<file path="config.mk">
export PLATFORM = sky130hd
export DESIGN_NAME = ternary_group_scaled_dot_product_flat
export DESIGN_NICKNAME = d
export VERILOG_FILES = /design/src/rtl/core/tgsdp_pkg.sv /design/src/rtl/core/tgsdp_if.sv /design/src/rtl/core/tgsdp_group.sv /design/src/rtl/core/tgsdp_scale.sv /design/src/rtl/core/tgsdp_accum.sv /design/src/rtl/core/ternary_group_scaled_dot_product.sv /design/src/flat_wrapper.sv
export SDC_FILE = /design/constraint.sdc
export NUM_CORES = 2
export LEC_CHECK = 0
export ABC_CLOCK_PERIOD_IN_PS = 14200
export BUFFER_PORTS_ARGS = -buffer_cell sky130_fd_sc_hd__buf_2
export CAP_MARGIN = 20
export CORE_MARGIN = 4
export CORE_UTILIZATION = 31
export CTS_BUF_LIST = sky130_fd_sc_hd__clkbuf_4 sky130_fd_sc_hd__clkbuf_8 sky130_fd_sc_hd__clkbuf_16
export DETAILED_ROUTE_END_ITERATION = 16
export HOLD_SLACK_MARGIN = 0.12
export PLACE_DENSITY = 0.45
export SETUP_SLACK_MARGIN = 0.4
export SLEW_MARGIN = 20
export SYNTH_ARGS = -nofsm -noshare
export SYNTH_HDL_FRONTEND = slang
export SYNTH_SLANG_ARGS = --single-unit
</file>
<file path="constraint.sdc">
create_clock -name clock -period 14.2 [get_ports clock]
set_input_delay 0.71 -clock clock [delete_from_list [all_inputs] [get_ports clock]]
set_output_delay 0.71 -clock clock [all_outputs]
set_load 0.01 [all_outputs]
</file>
<file path="src/rtl/core/tgsdp_pkg.sv">
// Shared constants and types of the ternary group-scaled dot product.
package tgsdp_pkg;

   // Lane and field widths
   localparam int LANES      = 4;
   localparam int ACT_BITS   = 16;
   localparam int CODE_BITS  = 2;
   localparam int CODES_BITS = LANES * CODE_BITS;
   localparam int SCALE_BITS = 16;
   localparam int GROUP_BITS = 24;
   localparam int PROD_BITS  = GROUP_BITS + SCALE_BITS;
   localparam int OUT_BITS   = 48;

   // Item sum grows by one bit per lane doubling, plus one for negation
   localparam int ITEM_BITS  = ACT_BITS + $clog2(LANES) + 1;

   // Row accumulator width default
   localparam int ACC_BITS_DEFAULT = 48;

   // Ternary weight codes
   typedef enum logic [CODE_BITS-1:0] {
      CODE_SUB    = 2'd0,
      CODE_ZERO_A = 2'd1,
      CODE_ADD    = 2'd2,
      CODE_ZERO_B = 2'd3
   } code_type;

   // Registered input word
   typedef struct packed {
      logic [LANES-1:0][ACT_BITS-1:0] activation;
      logic [CODES_BITS-1:0]          weight_codes;
      logic [SCALE_BITS-1:0]          group_scale;
      logic                           group_end;
      logic                           row_end;
   } in_word_type;

   // Finished group total with its scale
   typedef struct packed {
      logic [GROUP_BITS-1:0] total;
      logic [SCALE_BITS-1:0] scale;
      logic                  row_end;
   } group_word_type;

   // Scaled group contribution
   typedef struct packed {
      logic [PROD_BITS-1:0] prod;
      logic                 row_end;
   } prod_word_type;

endpackage

</file>
<file path="src/rtl/core/tgsdp_if.sv">
// Valid/ready channel interfaces for the request and response words.
interface tgsdp_req_if;
   logic                                   valid;
   logic                                   ready;
   logic signed [tgsdp_pkg::ACT_BITS-1:0]  activation_0;
   logic signed [tgsdp_pkg::ACT_BITS-1:0]  activation_1;
   logic signed [tgsdp_pkg::ACT_BITS-1:0]  activation_2;
   logic signed [tgsdp_pkg::ACT_BITS-1:0]  activation_3;
   logic [tgsdp_pkg::CODES_BITS-1:0]       weight_codes;
   logic signed [tgsdp_pkg::SCALE_BITS-1:0] group_scale;
   logic                                   group_end;
   logic                                   row_end;

   modport source (
      output valid, activation_0, activation_1, activation_2, activation_3,
             weight_codes, group_scale, group_end, row_end,
      input  ready
   );
   modport sink (
      input  valid, activation_0, activation_1, activation_2, activation_3,
             weight_codes, group_scale, group_end, row_end,
      output ready
   );
endinterface

interface tgsdp_rsp_if;
   logic                                  valid;
   logic                                  ready;
   logic signed [tgsdp_pkg::OUT_BITS-1:0] row_sum;
   logic                                  overflowed;

   modport source (output valid, row_sum, overflowed, input ready);
   modport sink (input valid, row_sum, overflowed, output ready);
endinterface

</file>
<file path="src/rtl/core/tgsdp_group.sv">
// Ternary lane sum and wrapping group total; passes finished groups on.
module tgsdp_group (
   input  logic                      clock,
   input  logic                      reset,
   input  logic                      in_valid,
   input  tgsdp_pkg::in_word_type    in_word,
   output logic                      in_ready,
   output logic                      grp_valid,
   output tgsdp_pkg::group_word_type grp_word,
   input  logic                      grp_ready
);

   logic signed [tgsdp_pkg::ITEM_BITS-1:0]  item_sum;
   logic signed [tgsdp_pkg::GROUP_BITS-1:0] group_sum;
   logic signed [tgsdp_pkg::GROUP_BITS-1:0] group_total_ff, group_total_in;
   logic                                    grp_valid_ff, grp_valid_in;
   tgsdp_pkg::group_word_type               grp_word_ff, grp_word_in;
   logic                                    take;
   logic                                    ends;

   // Add or subtract each lane by its code
   always_comb begin
      tgsdp_pkg::code_type                    code;
      logic signed [tgsdp_pkg::ITEM_BITS-1:0] act;
      item_sum = '0;
      for (int i = 0; i < tgsdp_pkg::LANES; i++) begin
         code = tgsdp_pkg::code_type'(in_word.weight_codes[i*tgsdp_pkg::CODE_BITS +:
                                                           tgsdp_pkg::CODE_BITS]);
         act  = tgsdp_pkg::ITEM_BITS'($signed(in_word.activation[i]));
         unique case (code)
            tgsdp_pkg::CODE_ADD: item_sum = item_sum + act;
            tgsdp_pkg::CODE_SUB: item_sum = item_sum - act;
            default:             item_sum = item_sum;
         endcase
      end
   end

   // Wrap the group total at its width
   assign group_sum = group_total_ff + tgsdp_pkg::GROUP_BITS'(item_sum);

   assign in_ready = !grp_valid_ff || grp_ready;
   assign take     = in_valid && in_ready;
   assign ends     = in_word.group_end || in_word.row_end;

   // Close the group on either end mark, else keep summing
   always_comb begin
      group_total_in      = group_total_ff;
      grp_valid_in        = grp_valid_ff && !grp_ready;
      grp_word_in         = grp_word_ff;
      if (take) begin
         grp_valid_in = ends;
         if (ends) begin
            group_total_in      = '0;
            grp_word_in.total   = group_sum;
            grp_word_in.scale   = in_word.group_scale;
            grp_word_in.row_end = in_word.row_end;
         end else begin
            group_total_in = group_sum;
         end
      end
   end

   always_ff @(posedge clock) begin
      if (reset) begin
         group_total_ff <= '0;
         grp_valid_ff   <= 1'b0;
      end else begin
         group_total_ff <= group_total_in;
         grp_valid_ff   <= grp_valid_in;
      end
   end

   always_ff @(posedge clock) begin
      grp_word_ff <= grp_word_in;
   end

   assign grp_valid = grp_valid_ff;
   assign grp_word  = grp_word_ff;

endmodule

</file>
<file path="src/rtl/core/tgsdp_scale.sv">
// Group scale multiply with a registered product.
module tgsdp_scale (
   input  logic                      clock,
   input  logic                      reset,
   input  logic                      grp_valid,
   input  tgsdp_pkg::group_word_type grp_word,
   output logic                      grp_ready,
   output logic                      prod_valid,
   output tgsdp_pkg::prod_word_type  prod_word,
   input  logic                      prod_ready
);

   logic signed [tgsdp_pkg::GROUP_BITS-1:0] total_s;
   logic signed [tgsdp_pkg::SCALE_BITS-1:0] scale_s;
   logic signed [tgsdp_pkg::PROD_BITS-1:0]  prod_s;
   logic                                    prod_valid_ff, prod_valid_in;
   tgsdp_pkg::prod_word_type                prod_word_ff, prod_word_in;
   logic                                    take;

   // Exact signed product, Q16.8 by Q4.12 gives Q.20
   assign total_s = $signed(grp_word.total);
   assign scale_s = $signed(grp_word.scale);
   assign prod_s  = tgsdp_pkg::PROD_BITS'(total_s) * tgsdp_pkg::PROD_BITS'(scale_s);

   assign grp_ready = !prod_valid_ff || prod_ready;
   assign take      = grp_valid && grp_ready;

   // Load on take, drop once consumed
   always_comb begin
      prod_valid_in = take ? 1'b1 : (prod_valid_ff && !prod_ready);
      prod_word_in  = prod_word_ff;
      if (take) begin
         prod_word_in.prod    = prod_s;
         prod_word_in.row_end = grp_word.row_end;
      end
   end

   always_ff @(posedge clock) begin
      if (reset) begin
         prod_valid_ff <= 1'b0;
      end else begin
         prod_valid_ff <= prod_valid_in;
      end
   end

   always_ff @(posedge clock) begin
      prod_word_ff <= prod_word_in;
   end

   assign prod_valid = prod_valid_ff;
   assign prod_word  = prod_word_ff;

endmodule

</file>
<file path="src/rtl/core/tgsdp_accum.sv">
// Saturating row accumulator and the response register.
module tgsdp_accum #(
   parameter int ACC_BITS = tgsdp_pkg::ACC_BITS_DEFAULT
) (
   input  logic                                  clock,
   input  logic                                  reset,
   input  logic                                  prod_valid,
   input  tgsdp_pkg::prod_word_type              prod_word,
   output logic                                  prod_ready,
   output logic                                  rsp_valid,
   output logic signed [tgsdp_pkg::OUT_BITS-1:0] rsp_row_sum,
   output logic                                  rsp_overflowed,
   input  logic                                  rsp_ready
);

   localparam int WIDE_BITS = (ACC_BITS > tgsdp_pkg::OUT_BITS) ? ACC_BITS
                                                                : tgsdp_pkg::OUT_BITS;

   logic signed [ACC_BITS-1:0]              row_total_ff, row_total_in;
   logic                                    sat_ff, sat_in;
   logic signed [tgsdp_pkg::PROD_BITS-1:0]  prod_s;
   logic signed [ACC_BITS:0]                sum;
   logic                                    ovf;
   logic signed [ACC_BITS-1:0]              acc_next;
   logic signed [WIDE_BITS-1:0]             acc_wide;
   logic                                    rsp_valid_ff, rsp_valid_in;
   logic signed [tgsdp_pkg::OUT_BITS-1:0]   row_sum_ff, row_sum_in;
   logic                                    overflowed_ff, overflowed_in;
   logic                                    take;

   // Add with one guard bit, clamp when the guard disagrees
   assign prod_s = $signed(prod_word.prod);
   assign sum    = (ACC_BITS + 1)'(row_total_ff) + (ACC_BITS + 1)'(prod_s);
   assign ovf    = sum[ACC_BITS] != sum[ACC_BITS-1];

   always_comb begin
      if (!ovf) begin
         acc_next = sum[ACC_BITS-1:0];
      end else if (sum[ACC_BITS]) begin
         acc_next = {1'b1, {(ACC_BITS-1){1'b0}}};
      end else begin
         acc_next = {1'b0, {(ACC_BITS-1){1'b1}}};
      end
   end

   // Fit the accumulator to the output width
   assign acc_wide = WIDE_BITS'(acc_next);

   // A row end needs a free response slot
   assign prod_ready = !prod_word.row_end || !rsp_valid_ff || rsp_ready;
   assign take       = prod_valid && prod_ready;

   always_comb begin
      row_total_in  = row_total_ff;
      sat_in        = sat_ff;
      rsp_valid_in  = rsp_valid_ff && !rsp_ready;
      row_sum_in    = row_sum_ff;
      overflowed_in = overflowed_ff;
      if (take) begin
         if (prod_word.row_end) begin
            row_total_in  = '0;
            sat_in        = 1'b0;
            rsp_valid_in  = 1'b1;
            row_sum_in    = acc_wide[tgsdp_pkg::OUT_BITS-1:0];
            overflowed_in = sat_ff || ovf;
         end else begin
            row_total_in = acc_next;
            sat_in       = sat_ff || ovf;
         end
      end
   end

   always_ff @(posedge clock) begin
      if (reset) begin
         row_total_ff <= '0;
         sat_ff       <= 1'b0;
         rsp_valid_ff <= 1'b0;
      end else begin
         row_total_ff <= row_total_in;
         sat_ff       <= sat_in;
         rsp_valid_ff <= rsp_valid_in;
      end
   end

   always_ff @(posedge clock) begin
      row_sum_ff    <= row_sum_in;
      overflowed_ff <= overflowed_in;
   end

   assign rsp_valid      = rsp_valid_ff;
   assign rsp_row_sum    = row_sum_ff;
   assign rsp_overflowed = overflowed_ff;

endmodule

</file>
<file path="src/rtl/core/ternary_group_scaled_dot_product.sv">
// Top level of the ternary-weight, group-scaled row dot product.
// Each request word carries four Q8.8 activations and four 2-bit weight
// codes (lane 0 in bits 1:0; code 0 subtracts, code 2 adds, 1 and 3 add
// nothing). Words are summed into a 24-bit wrapping group total; a group end
// (or row end) multiplies that total by the word's Q4.12 scale and adds the
// Q.20 product into a saturating ACC_BITS-bit row accumulator. A row end
// emits one response word with the 48-bit row sum and a saturation flag,
// then clears all state. One request word is taken every clock while the
// response side is not back-pressuring; the rate is set by the
// group-total adder loop and the row-accumulator adder loop, each a single
// add per cycle. A row-end word passes through the input register, the group
// register, the product register and the response register, in that order,
// before its response word is valid. Back-pressure on the response side
// fills the free stages before the request side stalls.
module ternary_group_scaled_dot_product #(
   parameter int ACC_BITS = tgsdp_pkg::ACC_BITS_DEFAULT
) (
   input logic         clock,
   input logic         reset,
   tgsdp_req_if.sink   req_chan,
   tgsdp_rsp_if.source rsp_chan
);

   logic                      in_valid_ff, in_valid_in;
   tgsdp_pkg::in_word_type    in_word_ff, in_word_in;
   logic                      in_ready;
   logic                      req_take;
   logic                      grp_valid;
   tgsdp_pkg::group_word_type grp_word;
   logic                      grp_ready;
   logic                      prod_valid;
   tgsdp_pkg::prod_word_type  prod_word;
   logic                      prod_ready;

   // Input register: take a word whenever the group stage can drain it
   assign req_chan.ready = !in_valid_ff || in_ready;
   assign req_take       = req_chan.valid && req_chan.ready;

   always_comb begin
      in_valid_in = req_take ? 1'b1 : (in_valid_ff && !in_ready);
      in_word_in  = in_word_ff;
      if (req_take) begin
         in_word_in.activation[0] = req_chan.activation_0;
         in_word_in.activation[1] = req_chan.activation_1;
         in_word_in.activation[2] = req_chan.activation_2;
         in_word_in.activation[3] = req_chan.activation_3;
         in_word_in.weight_codes  = req_chan.weight_codes;
         in_word_in.group_scale   = req_chan.group_scale;
         in_word_in.group_end     = req_chan.group_end;
         in_word_in.row_end       = req_chan.row_end;
      end
   end

   always_ff @(posedge clock) begin
      if (reset) begin
         in_valid_ff <= 1'b0;
      end else begin
         in_valid_ff <= in_valid_in;
      end
   end

   always_ff @(posedge clock) begin
      in_word_ff <= in_word_in;
   end

   // Lane sum and group total
   tgsdp_group u_group (
      .clock     (clock),
      .reset     (reset),
      .in_valid  (in_valid_ff),
      .in_word   (in_word_ff),
      .in_ready  (in_ready),
      .grp_valid (grp_valid),
      .grp_word  (grp_word),
      .grp_ready (grp_ready)
   );

   // Group scale product
   tgsdp_scale u_scale (
      .clock      (clock),
      .reset      (reset),
      .grp_valid  (grp_valid),
      .grp_word   (grp_word),
      .grp_ready  (grp_ready),
      .prod_valid (prod_valid),
      .prod_word  (prod_word),
      .prod_ready (prod_ready)
   );

   // Row accumulator and response register
   tgsdp_accum #(
      .ACC_BITS (ACC_BITS)
   ) u_accum (
      .clock          (clock),
      .reset          (reset),
      .prod_valid     (prod_valid),
      .prod_word      (prod_word),
      .prod_ready     (prod_ready),
      .rsp_valid      (rsp_chan.valid),
      .rsp_row_sum    (rsp_chan.row_sum),
      .rsp_overflowed (rsp_chan.overflowed),
      .rsp_ready      (rsp_chan.ready)
   );

endmodule
</file>
<file path="src/flat_wrapper.sv">
// flat-port wrapper written by rule: the top's interface ports become plain ports
module ternary_group_scaled_dot_product_flat 
#(
   parameter int ACC_BITS = tgsdp_pkg::ACC_BITS_DEFAULT
)
  (clock, reset, req_chan_valid, req_chan_activation_0, req_chan_activation_1, req_chan_activation_2, req_chan_activation_3, req_chan_weight_codes, req_chan_group_scale, req_chan_group_end, req_chan_row_end, req_chan_ready, rsp_chan_valid, rsp_chan_row_sum, rsp_chan_overflowed, rsp_chan_ready);
  tgsdp_req_if req_chan_i ();
  tgsdp_rsp_if rsp_chan_i ();
  input logic clock;
  input logic reset;
  input wire logic [$bits(req_chan_i.valid)-1:0] req_chan_valid;
  input wire logic [$bits(req_chan_i.activation_0)-1:0] req_chan_activation_0;
  input wire logic [$bits(req_chan_i.activation_1)-1:0] req_chan_activation_1;
  input wire logic [$bits(req_chan_i.activation_2)-1:0] req_chan_activation_2;
  input wire logic [$bits(req_chan_i.activation_3)-1:0] req_chan_activation_3;
  input wire logic [$bits(req_chan_i.weight_codes)-1:0] req_chan_weight_codes;
  input wire logic [$bits(req_chan_i.group_scale)-1:0] req_chan_group_scale;
  input wire logic [$bits(req_chan_i.group_end)-1:0] req_chan_group_end;
  input wire logic [$bits(req_chan_i.row_end)-1:0] req_chan_row_end;
  output wire logic [$bits(req_chan_i.ready)-1:0] req_chan_ready;
  output wire logic [$bits(rsp_chan_i.valid)-1:0] rsp_chan_valid;
  output wire logic [$bits(rsp_chan_i.row_sum)-1:0] rsp_chan_row_sum;
  output wire logic [$bits(rsp_chan_i.overflowed)-1:0] rsp_chan_overflowed;
  input wire logic [$bits(rsp_chan_i.ready)-1:0] rsp_chan_ready;
  assign req_chan_i.valid = req_chan_valid;
  assign req_chan_i.activation_0 = req_chan_activation_0;
  assign req_chan_i.activation_1 = req_chan_activation_1;
  assign req_chan_i.activation_2 = req_chan_activation_2;
  assign req_chan_i.activation_3 = req_chan_activation_3;
  assign req_chan_i.weight_codes = req_chan_weight_codes;
  assign req_chan_i.group_scale = req_chan_group_scale;
  assign req_chan_i.group_end = req_chan_group_end;
  assign req_chan_i.row_end = req_chan_row_end;
  assign req_chan_ready = req_chan_i.ready;
  assign rsp_chan_valid = rsp_chan_i.valid;
  assign rsp_chan_row_sum = rsp_chan_i.row_sum;
  assign rsp_chan_overflowed = rsp_chan_i.overflowed;
  assign rsp_chan_i.ready = rsp_chan_ready;
  ternary_group_scaled_dot_product #(.ACC_BITS(ACC_BITS)) u_core (.clock(clock), .reset(reset), .req_chan(req_chan_i), .rsp_chan(rsp_chan_i));
endmodule
</file>
After elaboration in Yosys (flattened, before gate mapping)

Index checks and enable logic that the tools add are counted.

Input port bits: 94
Register bits: 298
Output and inout port bits: 51

Add/sub/neg operators: 9
Mux-type cells: 14
Reductions and logical operators: 30
$mul: 1
Equal/unequal tests: 5

Operators by type and width:

| operator                | number |
|---|---|
| $pmux W19 S2            | 4 |
| $mux W48                | 3 |
| $add A19 B16 Y19        | 3 |
| $sub A19 B16 Y19        | 3 |
| $add A48 B40 Y49        | 1 |
| $mul A24 B16 Y40        | 1 |
| $add A24 B19 Y24        | 1 |
| $mux W24                | 1 |
| $sub A1 B16 Y17 const A | 1 |
| $logic_not A1 Y1        | 9 |
| $eq A2 B2 Y1 const B    | 4 |
| $logic_and A1 B1 Y1     | 8 |
| $logic_not A2 Y1        | 4 |
| $logic_or A1 B1 Y1      | 7 |
| $mux W1                 | 6 |
| $reduce_and A2 Y1       | 2 |
| $ne A1 B1 Y1            | 1 |

Longest topological paths before layout

Depth in word-level cells: 10
Gate-level depth with buffers: 39
Mapped depth without buffers: 39

Hierarchy

A second synthesis with hierarchy kept.

Cell total of the unflattened synthesis: 3,466
Area, all modules: 32,797.7 µm²

Modules (own cells, without submodules):

| module                           | times used | seq. area each (µm²) | cells an instance | area each (µm²) |
|---|---|---|---|---|
| tgsdp_scale                      | 1          | 1,251.2              | 1,623             | 15,159.5 |
| tgsdp_group                      | 1          | 1,731.7              | 1,018             | 8,413.1 |
| tgsdp_accum                      | 1          | 2,472.4              | 730               | 6,467.5 |
| ternary_group_scaled_dot_product | 1          | 2,722.6              | 95                | 2,757.6 |

Least setup slack after synthesis

No wires, ideal clock.

Path kind: reg-to-reg
Start point: register u_core.in_word_ff[20] (netlist bit)
End point: register u_core.u_group.grp_word_ff (netlist bit u_core.u_group.grp_word[40]) (data pin)
Cell stages (with the launch flop): 37
Path slack: 5,893 ps
Arrival: 8,046 ps
Path buffers: 3
Period minus slack after synthesis: 8,307 ps
Library setup time: 261 ps
Path through: edfxtp_1 > clkbuf_1 > clkbuf_1 > nor2_1 > clkbuf_1 > nor2_1 > xnor2_1 > ha_1 > nor2b_1 > o31ai_1 > a21oi_1 > mux2i_1 > o221ai_2 > ha_1 > a21o_1 > or4_1 > o221ai_1 > o41a_1 > o21bai_1 > a21o_1 > a21oi_1 > xor2_1 > o21ai_0 > ha_1 > or3_1 > a31o_1 > a21bo_1 > and3b_1 > or2_2 > ha_1 > nand3_1 > nor2_1 > o41ai_1 > mux2i_1 > o2111ai_1 > nor3_1 > nor2_1

Word-level cells in the longest chain between the ends: 7
Elaborated cells on any way between the ends: 10

RTL lines:

| what                                                 | RTL line                               | RTL |
|---|---|---|
| from (decl)                                          | ternary_group_scaled_dot_product.sv:25 | `tgsdp_pkg::in_word_type in_word_ff, in_word_in;` |
| from (signal assigned)                               | ternary_group_scaled_dot_product.sv:63 | `in_word_ff <= in_word_in;` |
| $eq A2 B2 Y1 or $logic_not A2 Y1 (tied branches)     | tgsdp_group.sv:30                      | `unique case (code)` |
| $pmux W19 S2 *                                       | tgsdp_group.sv:30                      |  |
| $sub A19 B16 Y19 or $add A19 B16 Y19 (tied branches) | tgsdp_group.sv:32, tgsdp_group.sv:31   |  |
| $pmux W19 S2 *                                       | tgsdp_group.sv:30                      |  |
| $sub A19 B16 Y19 or $add A19 B16 Y19 (tied branches) | tgsdp_group.sv:32, tgsdp_group.sv:31   |  |
| $pmux W19 S2 *                                       | tgsdp_group.sv:30                      |  |
| $add A24 B19 Y24 *                                   | tgsdp_group.sv:39                      | `assign group_sum = group_total_ff + tgsdp_pkg::GROUP_BITS'(item_sum);` |
| via u_core.u_group.group_sum, one bit                | tgsdp_group.sv:14                      | `logic signed [tgsdp_pkg::GROUP_BITS-1:0] group_sum;` |
| to (signal assigned)                                 | tgsdp_group.sv:74                      | `grp_word_ff <= grp_word_in;` |
| to (decl)                                            | tgsdp_group.sv:17                      | `tgsdp_pkg::group_word_type grp_word_ff, grp_word_in;` |

Mark *: on every way through the listed nets, which the timed path passes. The rest lies on a longest branch.
A chain may end at the register's enable or synchronous reset.

Worst setup path after layout

Same ends and word-level chain as after synthesis.

==> impl_metrics.yaml <==
run_status:
  status: "finished clean"
die:
  initial_core_util: 0.3130
  die_width_um: 326.2
  die_y_um: 326.2
  fp.coreArea_um2: 100300
  die_area_um2: 106400
  io_pins: 145
  fp-row-count: 116
clock_tree:
  cts_resized: 0
  ctsHoldBuffers: 0
  cts_tree: "done"
  clk_pin_slew_ns: 0.06
  cts_setup_buffers: 0
  clk_path_buf_depth: 3
  clock-sinks: 298
  cts_root_buf: "clkbuf_16"
  ctsHtreeMaxLevel: 2
  clkLatencyLatePin_ns: 0.59
  numCtsBuffers: 39
logic_synthesis:
  synth_mux_area_frac: 0.008768
  synth-main-ff-cell: "edfxtp_1"
  synth_common_cells: "inv_1 (422), fa_1 (379), nand2_1 (322)"
  ys_ff_latch: 298
  synth_top_area_cell: "fa_1"
  netlist_area_um2: 31390
  synth-compound-area-share: 0.1189
  synth_top_area_frac: 0.2417
  synth_fa_ha_area_frac: 0.3439
  synth_fp_nets: 3905
  ys_seq_area_frac: 0.2605
  synth.most_common_cell: "inv_1"
  syn_avg_cell_area_um2: 9.804
  ys_types: 84
  syn_inst: 3202
  yosys_warnings: 0
  synth_xor_area_frac: 0.05763
  yosys.area_share.simple: 0.1458
  synth_edf_count: 221
  synth_top_family_by_area: "adder cells"
  synthTopCellsByArea: "fa_1 (24%), edfxtp_1 (21%), ha_1 (9.2%)"
  async_reset_ff_frac: 0
hold_path:
  hp-class: "in2reg"
job:
  drv_cap: 0
layout:
  fillers: 10250
  area_growth_pct: 11.76
  multi_input_area_um2: 21280
  finalInstanceArea_um2: 35080
  drive_above_1_share: 0.08843
  nNetsFinal: 4008
  regArea_um2: 8178
timing:
  relSlewSlack: 0.2281
  fin_setup_tns_ns: 0
  rsz0062_at_grt: "false"
  fmax_ghz: 0.1101
  timing.final.ws_setup_ns: 5.117
  finalHoldViolCount: 0
  finalCriticalPeriod_ns: 9.083
  finalCritPeriodShare: 0.6397
  slew_violations: 0
  clock-skew-final_ns: 0.03508
  tightest_slew_ns: 1.158
  setup_violations: 0
worst_setup_path:
  critical_path_required_ns: 14.53
  startpoint_type: "flip-flop"
  path_common_cell: "o21ai_0"
  crit_fanout: 40
  end_kind: "flip-flop"
  cp.arrival_ns: 9.42
  crit_path_top_delay_cell: "o21ai_0"
  cpPeakStageDelay_ns: 0.54
  critical_path_class: "reg2reg"
detailed_routing:
  wl_um: 79670
  drc_errors: 0
  vias_per_cell: 4.727
  first_iter_violations: 1049
  post_drt_wl_per_cell_um: 16.97
  num_vias: 22190
  first_pass_iters: 5
  postRouteAntennaNets: 0
global_routing:
  grt_usage: 0.1496
  grt_pass1_wl_um: 128000
  antenna_found_initial: 4
  grt_overflow: 0
  grt_max_degree: 62
  grt_pass1_vias: 22790
place:
  place.gp.congestion: 0.8301
  hpwl_um: 62380
  placedInstanceArea_um2: 33680
  io_buffers: 144
  dp_slack_ns: 5.131
## cell type report
cell class / instances / share of cell area
sequential: 298 / 0.2331
clock inverter: 15 / 0.004351
timing repair buffer: 177 / 0.02839
multi-input combinational: 2367 / 0.6065
tap: 1357 / 0.04839
clock buffer: 57 / 0.03409
antenna: 1 / 0.00007132
inverter: 422 / 0.04515
## worst max-delay path, delay by kind of cell (launching register included)
kind,cells,cell delay [ns]
simple gates,10,2.09
buf+inv,1,0.27
flops,1,0.37
compound gates,16,3.73
mux,2,0.66
xor+xnor,2,0.20
fa+ha+maj,4,1.49
## state kept, by name, summed over array words and instances, names as in the netlist, 24 cells and up
signal	flops
u_core.in_word_ff	90
u_core.u_accum.row_total_ff	48
u_core.u_accum.rsp_row_sum	48
u_core.u_group.grp_word	41
u_core.u_scale.prod_word	41
u_core.u_group.group_total_ff	24
## metrics by stage
step                cells  hold WS (ns)    util
floorplan            3202        0.4003       -
global placement     4618        0.4025  0.3359
detailed placement   4618        0.4056  0.3359
CTS                  4690        0.2398  0.3493
global route         4693        0.2571  0.3498
finish               4694        0.2946  0.3498
## placed cells by master, fill, tap and decap left out, types with 17 or more instances in the layout
cell	count
nand2b_1	50
clkbuf_16	41
edfxtp_1	221
mux2i_1	17
xor2_1	62
ha_1	230
a221o_1	33
a22oi_1	24
a21oi_1	136
maj3_1	33
or3_1	20
nand3_1	31
buf_2	144
inv_1	422
a21o_1	79
dfxtp_1	77
nor2_1	208
xnor2_1	138
nor2b_1	28
and2_1	164
buf_4	30
fa_1	379
nand2_1	322
o21a_1	19
o21ai_0	100
o21bai_1	23
nor3_1	43
## cells by family after synthesis
family | count (synthesis)
compound gates | 550
xor+xnor | 204
fa+ha+maj | 642
buf+inv | 537
flops | 298
mux | 25
simple gates | 946
## metal layers
metal,wire [µm],part of all wire,GRT usage,up-vias
met1,38520,0.48,0.2109,10880
met2,36370,0.46,0.2452,355
met5,0,0,0,-
li1,-,-,-,10870
met4,1620,0.020,0.03338,0
met3,3148,0.040,0.02033,86
## path summary, 6_finish.rpt
| kind | cells past startpoint | slack (ns) | startpoint | endpoint |
|---|---|---|---|---|
| setup reg to reg | 35 | 5.12 | u_core.in_word_ff[20] | u_core.u_group.grp_word[40] |
| setup / recovery | 35 | 5.12 | u_core.in_word_ff[20] | u_core.u_group.grp_word[40] |
| hold reg to reg | 0 | 0.42 | u_core.in_word_ff[15] | u_core.u_group.grp_word[14] |
| hold / removal | 1 | 0.29 | req_chan_activation_3[11] | u_core.in_word_ff[85] |
Power is left out: the tool's default activity adds up to more than one toggle a clock period on the data nets, which glitch-free logic cannot reach.
